### config.mk
export PLATFORM = sky130hd
export DESIGN_NAME = region_table_insert_merge
export DESIGN_NICKNAME = d
export VERILOG_FILES = /design/src/hdl/rtim_pkg.sv /design/src/hdl/rtim_mem.sv /design/src/hdl/rtim_cmp.sv /design/src/hdl/region_table_insert_merge.sv
export VERILOG_INCLUDE_DIRS = /design/src /design/src/hdl
export SDC_FILE = /design/constraint.sdc
export NUM_CORES = 2
export LEC_CHECK = 0
export BUFFER_PORTS_ARGS = -buffer_cell sky130_fd_sc_hd__clkbuf_2
export CORE_MARGIN = 2
export CORE_UTILIZATION = 57
export CTS_CLUSTER_DIAMETER = 100
export DETAILED_ROUTE_END_ITERATION = 12
export GPL_ROUTABILITY_DRIVEN = 1
export PLACE_DENSITY_LB_ADDON = 0.05
export SYNTH_ARGS = -nofsm -noshare
export SYNTH_HDL_FRONTEND = slang
export SYNTH_SLANG_ARGS = --single-unit
### constraint.sdc
create_clock -name clk -period 9.99 [get_ports clk]
set_input_delay 1.4985 -clock clk [delete_from_list [all_inputs] [get_ports clk]]
set_output_delay 1.4985 -clock clk [all_outputs]
set_load 0.01 [all_outputs]
### src/hdl/region_table_insert_merge_defines.svh
// Assertion macros shared by the region table RTL.
`ifndef REGION_TABLE_INSERT_MERGE_DEFINES_SVH
`define REGION_TABLE_INSERT_MERGE_DEFINES_SVH
// same-cycle implication, reset gated
`define RTIM_ASSERT_NOW(lbl, clk, rst_n, ante, cons) \
    lbl: assert property (@(posedge clk) disable iff (!rst_n) (ante) |-> (cons)) \
        else $error("rtim assertion failed");
// next-cycle implication, reset gated
`define RTIM_ASSERT_NXT(lbl, clk, rst_n, ante, cons) \
    lbl: assert property (@(posedge clk) disable iff (!rst_n) (ante) |=> (cons)) \
        else $error("rtim assertion failed");
`endif

### src/hdl/rtim_pkg.sv
// Shared constants and types for the region table.
`timescale 1ns / 1ps
package rtim_pkg;
    localparam int REGION_SLOTS_DEF = 16;
    localparam int ADDRESS_BITS_DEF = 48;
    localparam int PAGE_BYTES = 4096;
    localparam int PAGE_BITS = $clog2(PAGE_BYTES);
    localparam int STACK_TOP_BITS = 48;

    localparam logic [1:0] CMD_INSERT = 2'd0;
    localparam logic [1:0] CMD_STACK  = 2'd1;
    localparam logic [1:0] CMD_CLEAR  = 2'd2;

    typedef enum logic [1:0] {
        ST_OK        = 2'd0,
        ST_MALFORMED = 2'd1,
        ST_OVERLAP   = 2'd2,
        ST_FULL      = 2'd3
    } status_t;

    typedef struct packed {
        logic overlap;
        logic left;
        logic right;
    } match_t;
endpackage

### src/hdl/rtim_mem.sv
// Slot memory: one write port, one registered read port.
`timescale 1ns / 1ps
module rtim_mem #(
    parameter int WIDTH = 8,
    parameter int DEPTH = 16
) (
    input  logic                     clk,
    input  logic                     rd_en,
    input  logic [$clog2(DEPTH)-1:0] rd_addr,
    output logic [WIDTH-1:0]         rd_data,
    input  logic                     wr_en,
    input  logic [$clog2(DEPTH)-1:0] wr_addr,
    input  logic [WIDTH-1:0]         wr_data
);
    logic [WIDTH-1:0] mem [DEPTH];
    logic [WIDTH-1:0] rd_data_reg;

    always_ff @(posedge clk)
    begin
        if (wr_en)
        begin
            mem[wr_addr] <= wr_data;
        end
        if (rd_en)
        begin
            rd_data_reg <= mem[rd_addr];
        end
    end

    assign rd_data = rd_data_reg;
endmodule

### src/hdl/rtim_cmp.sv
// Compares one stored slot against the region being inserted.
`timescale 1ns / 1ps
module rtim_cmp
    import rtim_pkg::*;
#(
    parameter int ADDRESS_BITS = ADDRESS_BITS_DEF
) (
    input  logic [ADDRESS_BITS-1:0] slot_start,
    input  logic [ADDRESS_BITS-1:0] slot_end,
    input  logic [ADDRESS_BITS-1:0] slot_source,
    input  logic [2:0]              slot_flags,
    input  logic                    slot_kind,
    input  logic [ADDRESS_BITS-1:0] new_start,
    input  logic [ADDRESS_BITS-1:0] new_end,
    input  logic [ADDRESS_BITS-1:0] new_source,
    input  logic [ADDRESS_BITS-1:0] new_source_end,
    input  logic [2:0]              new_flags,
    input  logic                    new_kind,
    output match_t                  match
);
    logic attr_eq;
    logic [ADDRESS_BITS-1:0] lhs;
    logic [ADDRESS_BITS-1:0] rhs;

    // slot.source + (slot.end - slot.start) == src, rearranged to two parallel adds
    assign lhs = slot_source + slot_end;
    assign rhs = new_source + slot_start;
    assign attr_eq = (slot_flags == new_flags) && (slot_kind == new_kind);

    assign match.overlap = ((slot_start <= new_start) && (new_start < slot_end)) ||
                           ((new_start <= slot_start) && (slot_start < new_end));
    assign match.left  = attr_eq && (slot_end == new_start) && (lhs == rhs);
    assign match.right = attr_eq && (slot_start == new_end) &&
                         (slot_source == new_source_end);
endmodule

### src/hdl/region_table_insert_merge.sv
// Region table with insert, coalesce and clear; top level.
// Latency: clear, unused codes and malformed inserts answer on the cycle after start.
// A valid insert scans every slot, one entry per cycle through the read port of the
// slot memory, then raises the done strobe from the write state.
// One command at a time; the next start is taken once busy drops.
// Reset (async, active low) empties the table and zeroes the stack top.
`timescale 1ns / 1ps
`include "region_table_insert_merge_defines.svh"
module region_table_insert_merge
    import rtim_pkg::*;
#(
    parameter int REGION_SLOTS = REGION_SLOTS_DEF,
    parameter int ADDRESS_BITS = ADDRESS_BITS_DEF
) (
    input  logic                              clk,
    input  logic                              rst_n,
    input  logic                              start,
    output logic                              busy,
    input  logic [1:0]                        command,
    input  logic [ADDRESS_BITS-1:0]           region_start,
    input  logic [ADDRESS_BITS-1:0]           region_end,
    input  logic [ADDRESS_BITS-1:0]           source_address,
    input  logic [2:0]                        access_flags,
    input  logic [1:0]                        region_kind,
    output logic                              done,
    output logic [1:0]                        status,
    output logic                              merged,
    output logic [$clog2(REGION_SLOTS+1)-1:0] region_count,
    output logic [STACK_TOP_BITS-1:0]         stack_top
);
    localparam int IW = $clog2(REGION_SLOTS);
    localparam int CW = $clog2(REGION_SLOTS + 1);
    localparam int AB = ADDRESS_BITS;
    // entry layout: {start, end, source, flags, kind}
    localparam int EW = 3 * AB + 4;
    localparam logic [IW-1:0] LAST = IW'(REGION_SLOTS - 1);

    typedef enum logic [1:0] {IDLE, SCAN, WRITE} state_t;

    state_t state_reg;
    logic [REGION_SLOTS-1:0] valid_reg;
    logic [CW-1:0] count_reg;
    logic [STACK_TOP_BITS-1:0] stack_reg;

    // transaction being worked on
    logic [AB-1:0] s_reg, e_reg, src_reg, src_end_reg;
    logic [2:0] fl_reg;
    logic kind_reg;
    logic stack_cmd_reg;

    // scan pipeline
    logic [IW-1:0] scan_idx_reg;
    logic issue_done_reg;
    logic p_valid_reg;
    logic [IW-1:0] p_idx_reg;

    // scan results
    logic ovl_reg, left_reg, right_reg, free_reg;
    logic [IW-1:0] left_idx_reg, right_idx_reg, free_idx_reg;
    logic [AB-1:0] l_start_reg, l_src_reg, r_end_reg;

    // result register
    logic done_reg;
    status_t status_reg;
    logic merged_reg;

    logic rd_en;
    logic [EW-1:0] rd_data;
    logic wr_en;
    logic [IW-1:0] wr_addr;
    logic [EW-1:0] wr_data;
    logic [AB-1:0] r_start, r_end_d, r_src;
    match_t match;
    logic slot_live;
    logic malformed;
    logic [63:0] e_wide;

    assign r_start = rd_data[EW-1 -: AB];
    assign r_end_d = rd_data[EW-AB-1 -: AB];
    assign r_src   = rd_data[EW-2*AB-1 -: AB];

    assign rd_en = (state_reg == SCAN) && !issue_done_reg;

    rtim_mem #(.WIDTH(EW), .DEPTH(REGION_SLOTS)) u_mem (
        .clk     (clk),
        .rd_en   (rd_en),
        .rd_addr (scan_idx_reg),
        .rd_data (rd_data),
        .wr_en   (wr_en),
        .wr_addr (wr_addr),
        .wr_data (wr_data)
    );

    rtim_cmp #(.ADDRESS_BITS(AB)) u_cmp (
        .slot_start     (r_start),
        .slot_end       (r_end_d),
        .slot_source    (r_src),
        .slot_flags     (rd_data[3:1]),
        .slot_kind      (rd_data[0]),
        .new_start      (s_reg),
        .new_end        (e_reg),
        .new_source     (src_reg),
        .new_source_end (src_end_reg),
        .new_flags      (fl_reg),
        .new_kind       (kind_reg),
        .match          (match)
    );

    assign slot_live = p_valid_reg && valid_reg[p_idx_reg];

    // 4 KiB alignment, ordering, flag and kind checks
    assign malformed = (region_start[PAGE_BITS-1:0] != '0) ||
                       (region_end[PAGE_BITS-1:0] != '0) ||
                       (source_address[PAGE_BITS-1:0] != '0) ||
                       !(region_start < region_end) ||
                       (access_flags == 3'd0) ||
                       (access_flags[1] && access_flags[2]) ||
                       region_kind[1];

    assign e_wide = 64'(e_reg);

    // write port: merges rewrite a neighbor, otherwise the new region takes the free slot
    always_comb
    begin
        wr_en   = 1'b0;
        wr_addr = free_idx_reg;
        wr_data = {s_reg, e_reg, src_reg, fl_reg, kind_reg};
        if (state_reg == WRITE && !ovl_reg)
        begin
            if (left_reg && right_reg)
            begin
                wr_en   = 1'b1;
                wr_addr = left_idx_reg;
                wr_data = {l_start_reg, r_end_reg, l_src_reg, fl_reg, kind_reg};
            end
            else if (left_reg)
            begin
                wr_en   = 1'b1;
                wr_addr = left_idx_reg;
                wr_data = {l_start_reg, e_reg, l_src_reg, fl_reg, kind_reg};
            end
            else if (right_reg)
            begin
                wr_en   = 1'b1;
                wr_addr = right_idx_reg;
                wr_data = {s_reg, r_end_reg, src_reg, fl_reg, kind_reg};
            end
            else
            begin
                wr_en = free_reg;
            end
        end
    end

    always_ff @(posedge clk or negedge rst_n)
    begin
        if (!rst_n)
        begin
            state_reg      <= IDLE;
            valid_reg      <= '0;
            count_reg      <= '0;
            stack_reg      <= '0;
            done_reg       <= 1'b0;
            status_reg     <= ST_OK;
            merged_reg     <= 1'b0;
            issue_done_reg <= 1'b0;
            p_valid_reg    <= 1'b0;
            scan_idx_reg   <= '0;
            ovl_reg        <= 1'b0;
            left_reg       <= 1'b0;
            right_reg      <= 1'b0;
            free_reg       <= 1'b0;
        end
        else
        begin
            done_reg    <= 1'b0;
            p_valid_reg <= rd_en;
            p_idx_reg   <= scan_idx_reg;
            unique case (state_reg)
                IDLE:
                begin
                    if (start)
                    begin
                        s_reg          <= region_start;
                        e_reg          <= region_end;
                        src_reg        <= source_address;
                        src_end_reg    <= source_address + (region_end - region_start);
                        fl_reg         <= access_flags;
                        kind_reg       <= region_kind[0];
                        stack_cmd_reg  <= (command == CMD_STACK);
                        scan_idx_reg   <= '0;
                        issue_done_reg <= 1'b0;
                        ovl_reg        <= 1'b0;
                        left_reg       <= 1'b0;
                        right_reg      <= 1'b0;
                        free_reg       <= 1'b0;
                        merged_reg     <= 1'b0;
                        unique case (command) inside
                            CMD_INSERT, CMD_STACK:
                            begin
                                if (malformed)
                                begin
                                    done_reg   <= 1'b1;
                                    status_reg <= ST_MALFORMED;
                                end
                                else
                                begin
                                    state_reg <= SCAN;
                                end
                            end
                            CMD_CLEAR:
                            begin
                                valid_reg  <= '0;
                                count_reg  <= '0;
                                done_reg   <= 1'b1;
                                status_reg <= ST_OK;
                            end
                            default:
                            begin
                                done_reg   <= 1'b1;
                                status_reg <= ST_MALFORMED;
                            end
                        endcase
                    end
                end
                SCAN:
                begin
                    if (rd_en)
                    begin
                        if (scan_idx_reg == LAST)
                        begin
                            issue_done_reg <= 1'b1;
                        end
                        else
                        begin
                            scan_idx_reg <= scan_idx_reg + 1'b1;
                        end
                    end
                    if (p_valid_reg)
                    begin
                        if (!valid_reg[p_idx_reg] && !free_reg)
                        begin
                            free_reg     <= 1'b1;
                            free_idx_reg <= p_idx_reg;
                        end
                        if (slot_live && match.overlap)
                        begin
                            ovl_reg <= 1'b1;
                        end
                        if (slot_live && match.left)
                        begin
                            left_reg     <= 1'b1;
                            left_idx_reg <= p_idx_reg;
                            l_start_reg  <= r_start;
                            l_src_reg    <= r_src;
                        end
                        if (slot_live && match.right)
                        begin
                            right_reg     <= 1'b1;
                            right_idx_reg <= p_idx_reg;
                            r_end_reg     <= r_end_d;
                        end
                        if (p_idx_reg == LAST)
                        begin
                            state_reg <= WRITE;
                        end
                    end
                end
                WRITE:
                begin
                    state_reg  <= IDLE;
                    done_reg   <= 1'b1;
                    merged_reg <= 1'b0;
                    if (ovl_reg)
                    begin
                        status_reg <= ST_OVERLAP;
                    end
                    else if (!left_reg && !right_reg && !free_reg)
                    begin
                        status_reg <= ST_FULL;
                    end
                    else
                    begin
                        status_reg <= ST_OK;
                        merged_reg <= left_reg || right_reg;
                        if (stack_cmd_reg)
                        begin
                            stack_reg <= e_wide[STACK_TOP_BITS-1:0];
                        end
                        if (left_reg && right_reg)
                        begin
                            valid_reg[right_idx_reg] <= 1'b0;
                            count_reg <= count_reg - 1'b1;
                        end
                        else if (!left_reg && !right_reg)
                        begin
                            valid_reg[free_idx_reg] <= 1'b1;
                            count_reg <= count_reg + 1'b1;
                        end
                    end
                end
                default:
                begin
                    state_reg <= IDLE;
                end
            endcase
        end
    end

    assign busy         = (state_reg != IDLE);
    assign done         = done_reg;
    assign status       = status_reg;
    assign merged       = merged_reg;
    assign region_count = count_reg;
    assign stack_top    = stack_reg;

    `RTIM_ASSERT_NOW(a_merge_ok, clk, rst_n, done_reg && merged_reg, status_reg == ST_OK)
    `RTIM_ASSERT_NOW(a_count_max, clk, rst_n, 1'b1, count_reg <= CW'(REGION_SLOTS))
    `RTIM_ASSERT_NXT(a_write_done, clk, rst_n, state_reg == WRITE, done_reg && !busy)
    `RTIM_ASSERT_NOW(a_count_match, clk, rst_n, !busy,
                     count_reg == CW'($countones(valid_reg)))
endmodule

==> metrics.md <==
| Metric | Value |
|---|---|
| CTS tree | `yes` |
| Worst Path Arrival | `7.22 ns` |
| Final wirelength | `389100 microns` |
| Vias in the first global route | `71480` |
| CTS buffer count | `316` |
| Worst-Skew Late Latency | `0.99 ns` |
| Htree depth | `5` |
| Vert. Die Dim | `475.7 microns` |
| Setup Crit Path Kind | `flop to flop` |
| DRC viols | `0` |
| Top cells by area, synth | `edfxtp_1, mux4_2, ha_1, mux2i_1, o21ai_0` |
| Total number of vias | `74970` |
| Top post-synthesis cells by count | `edfxtp_1, nand2_1, o21ai_0` |
| HPWL after DPL | `243200 microns` |
| Hold-fix buffers, CTS | `0` |
| Area of the multi-input gates | `35820 sq um` |
| Final setup fails | `0` |
| Final Slew Violations | `0` |
| Post-Place Cells | `10970` |
| Total negative setup slack | `0 ns` |
| Root Driver | `clkbuf_16` |
| Synthesized area | `126800 sq um` |
| Final instance area | `141900 sq um` |
| Count of buffers from port buffering | `211` |
| Cells after synthesis | `7961` |
| Worst Path Max Fanout | `48` |
| EDFF count, synth | `2873` |
| Drt via density | `6.496` |
| Unique masters post-synth | `89` |
| Leakage Power | `48.35 nW` |
| Global-route wire length before repair | `541800 microns` |
| Sequential area share after synthesis | `69.71%` |
| Final Skew | `0.1066 ns` |
| Hold Crit Class | `flop to flop` |
| Register area | `88410 sq um` |
| Total grt overflow | `0` |
| Initial antenna violation count | `63` |
| # clock sinks | `2958` |
| Core area | `221700 sq um` |
| Yosys top cell by area | `edfxtp_1` |
| Postcts setup bufs | `0` |
| DRT Pass-1 Iters | `6` |
| Fillers | `15940` |
| Largest net degree at the start of global routing | `128` |
| Final hold violations | `0` |
| Critical path launch point type | `flop` |
| Actual slew at the worst max-slew pin | `1.434 ns` |
| Synthesis-to-finish area growth | `11.92%` |
| Final Instance Count excl. Fillers | `11540` |
| Share of layout cells above drive strength 1 | `15.45%` |
| Area share of the largest cell type after synthesis | `68.04%` |
| Final min period | `6.690 ns` |
| Routed len/inst | `33.71 microns` |
| Clock slew at reported path FFs | `0.06 ns` |
| Max FFs per register | `2368` |
| CTS resizes | `0` |
| Synth Warn # | `0` |
| Final nets | `8903` |
| Max Cap Viol | `0` |
| Starting Density | `57.21%` |
| Global-route usage over all layers | `34.24%` |
| Syn Area/Cell | `15.93 sq um` |
| Most common cell in the netlist | `edfxtp_1` |
| Most used DFF post-synth | `edfxtp_1` |
| Max VDD drop | `177.6 uV` |
| Synthesized flop and latch total | `2958` |
| Row cnt | `173` |
| I/O Pins | `212` |
| Setup crit end kind | `flop` |
| Die ar. | `226300 sq um` |
| Dpl cell area | `132000 sq um` |
| Max_slew headroom | `4.369%` |
| Die X | `475.7 microns` |
| Final GP Congestion | `0.9854` |
| FFs w/ async S/R, synth | `2.874%` |
| Fmax | `149.5 MHz` |
| Crit share post-route | `66.97%` |
| 1st-iter DRT viols | `10600` |
| Antenna viol nets, final | `0` |
| Total power | `25.50 mW` |
| Outcome | `complete, no violations` |
| Synthesized net count | `8548` |
| Max Buffers Root-to-Sink | `4` |
| P per Cell Area | `179.7 nW/um^2` |
| Required @ worst endpoint | `10.52 ns` |
| RSZ-0062 raised after global routing | `false` |
## cell usage in the layout, fill, tap and decap left out, types with 16 or more instances in the layout
cell / count
mux4_2: 303
edfxtp_1: 2873
diode_2: 21
mux2_2: 149
o21ai_0: 508
nand3_1: 47
clkbuf_1: 67
ha_1: 383
a31oi_1: 26
clkinv_1: 53
bufinv_16: 28
nand2_1: 679
clkbuf_2: 210
o21bai_1: 21
a21oi_1: 380
nor2b_1: 35
nand2b_1: 28
buf_12: 23
nor3_1: 38
dfrtp_1: 81
a211oi_1: 20
nor4_1: 28
a21o_1: 131
clkbuf_16: 318
inv_1: 418
o21a_1: 31
xor2_1: 80
o211ai_1: 16
mux2i_1: 445
nand4_1: 82
buf_4: 133
clkinv_2: 50
nor2_1: 113
xnor2_1: 150
a22oi_1: 150
nor2_4: 21
a221oi_1: 155
fa_1: 50
## stage by stage
stage | worst slack (ns) | utilization, % | hold WS [ns]
6_report | 3.300 | 64.03 | 0.4852
5_1_grt | 3.159 | 64.02 | 0.5134
4_1_cts | 3.422 | 64.00 | 0.4879
3_5_place_dp | 3.359 | 59.57 | 0.4747
3_3_place_gp | 3.470 | 59.57 | 0.4650
2_1_floorplan | 1.544 | - | 0.4231
## critical path, cell delays in order (launching register included)
cell and delay [ns]:
edfxtp_1 0.46, inv_1 0.08, ha_1 0.28, nand4_1 0.34
nor4b_2 0.91, nand4_1 0.50, nor3_1 0.29, o2111ai_1 0.19
nor4_1 0.26, nand4_1 0.15, nor4_1 0.62, and4b_1 0.37
and4_1 0.19, nand4_1 0.16, nor2_4 0.14, buf_4 0.51
buf_4 0.75
## per-layer routing
metal  up-vias  global-route usage, %  part of all wire (%)
met5         -                      0                 0.047
met4        24                  8.226                   2.4
met3       550                  6.505                   9.7
met2      3869                  52.26                    46
met1     38950                  51.39                    42
li1      31580                      -                     -
## area by class of cell
class / count / share of cell area [%]
diodes: 21 / 0.03703
clock inverters: 156 / 1.073
multi-input cells: 4255 / 25.24
inverters: 419 / 1.108
clock buffers: 392 / 5.852
flip-flops and latches: 2958 / 62.30
repair buffers: 366 / 1.769
well taps: 2975 / 2.623
## worst paths after layout
check / from / to / slack [ns] / depth (start not counted)
max: u_mem.rd_data[84] / l_src_reg[24] / 3.30 / 16
min: stack_top[8] / stack_top[8] / 0.49 / 2
max reg2reg: u_mem.rd_data[84] / l_src_reg[24] / 3.30 / 16
min reg2reg: stack_top[8] / stack_top[8] / 0.49 / 2
max in group asynchronous: rst_n / stack_top[1] / 8.01 / 2
min in group asynchronous: rst_n / valid_reg[3] / 0.57 / 1
## logic make-up (layout without fill, tap and decap cells)
family                   count (synthesis)  count (layout)  share of synthesized area [%]
flip-flops                            2958            2958                          69.71
adder cells (fa/ha/maj)                433             433                          4.569
AND/OR/NAND/NOR                       1147            1147                          4.003
AO/OA/AOI/OAI                         1547            1547                          7.667
XOR/XNOR                               231             231                          1.606
multiplexers                           897             897                          10.22
buffers and inverters                  748            1333                          2.224
other                                    0              21                              0
## report_power, final
| part | internal, mW | switching, mW |
|---|---|---|
| Clock | 6.61 | 4.76 |
| Combinational | 0.240 | 0.457 |
| Sequential | 13.4 | 0.00278 |
(Power assumes the default switching activity.)
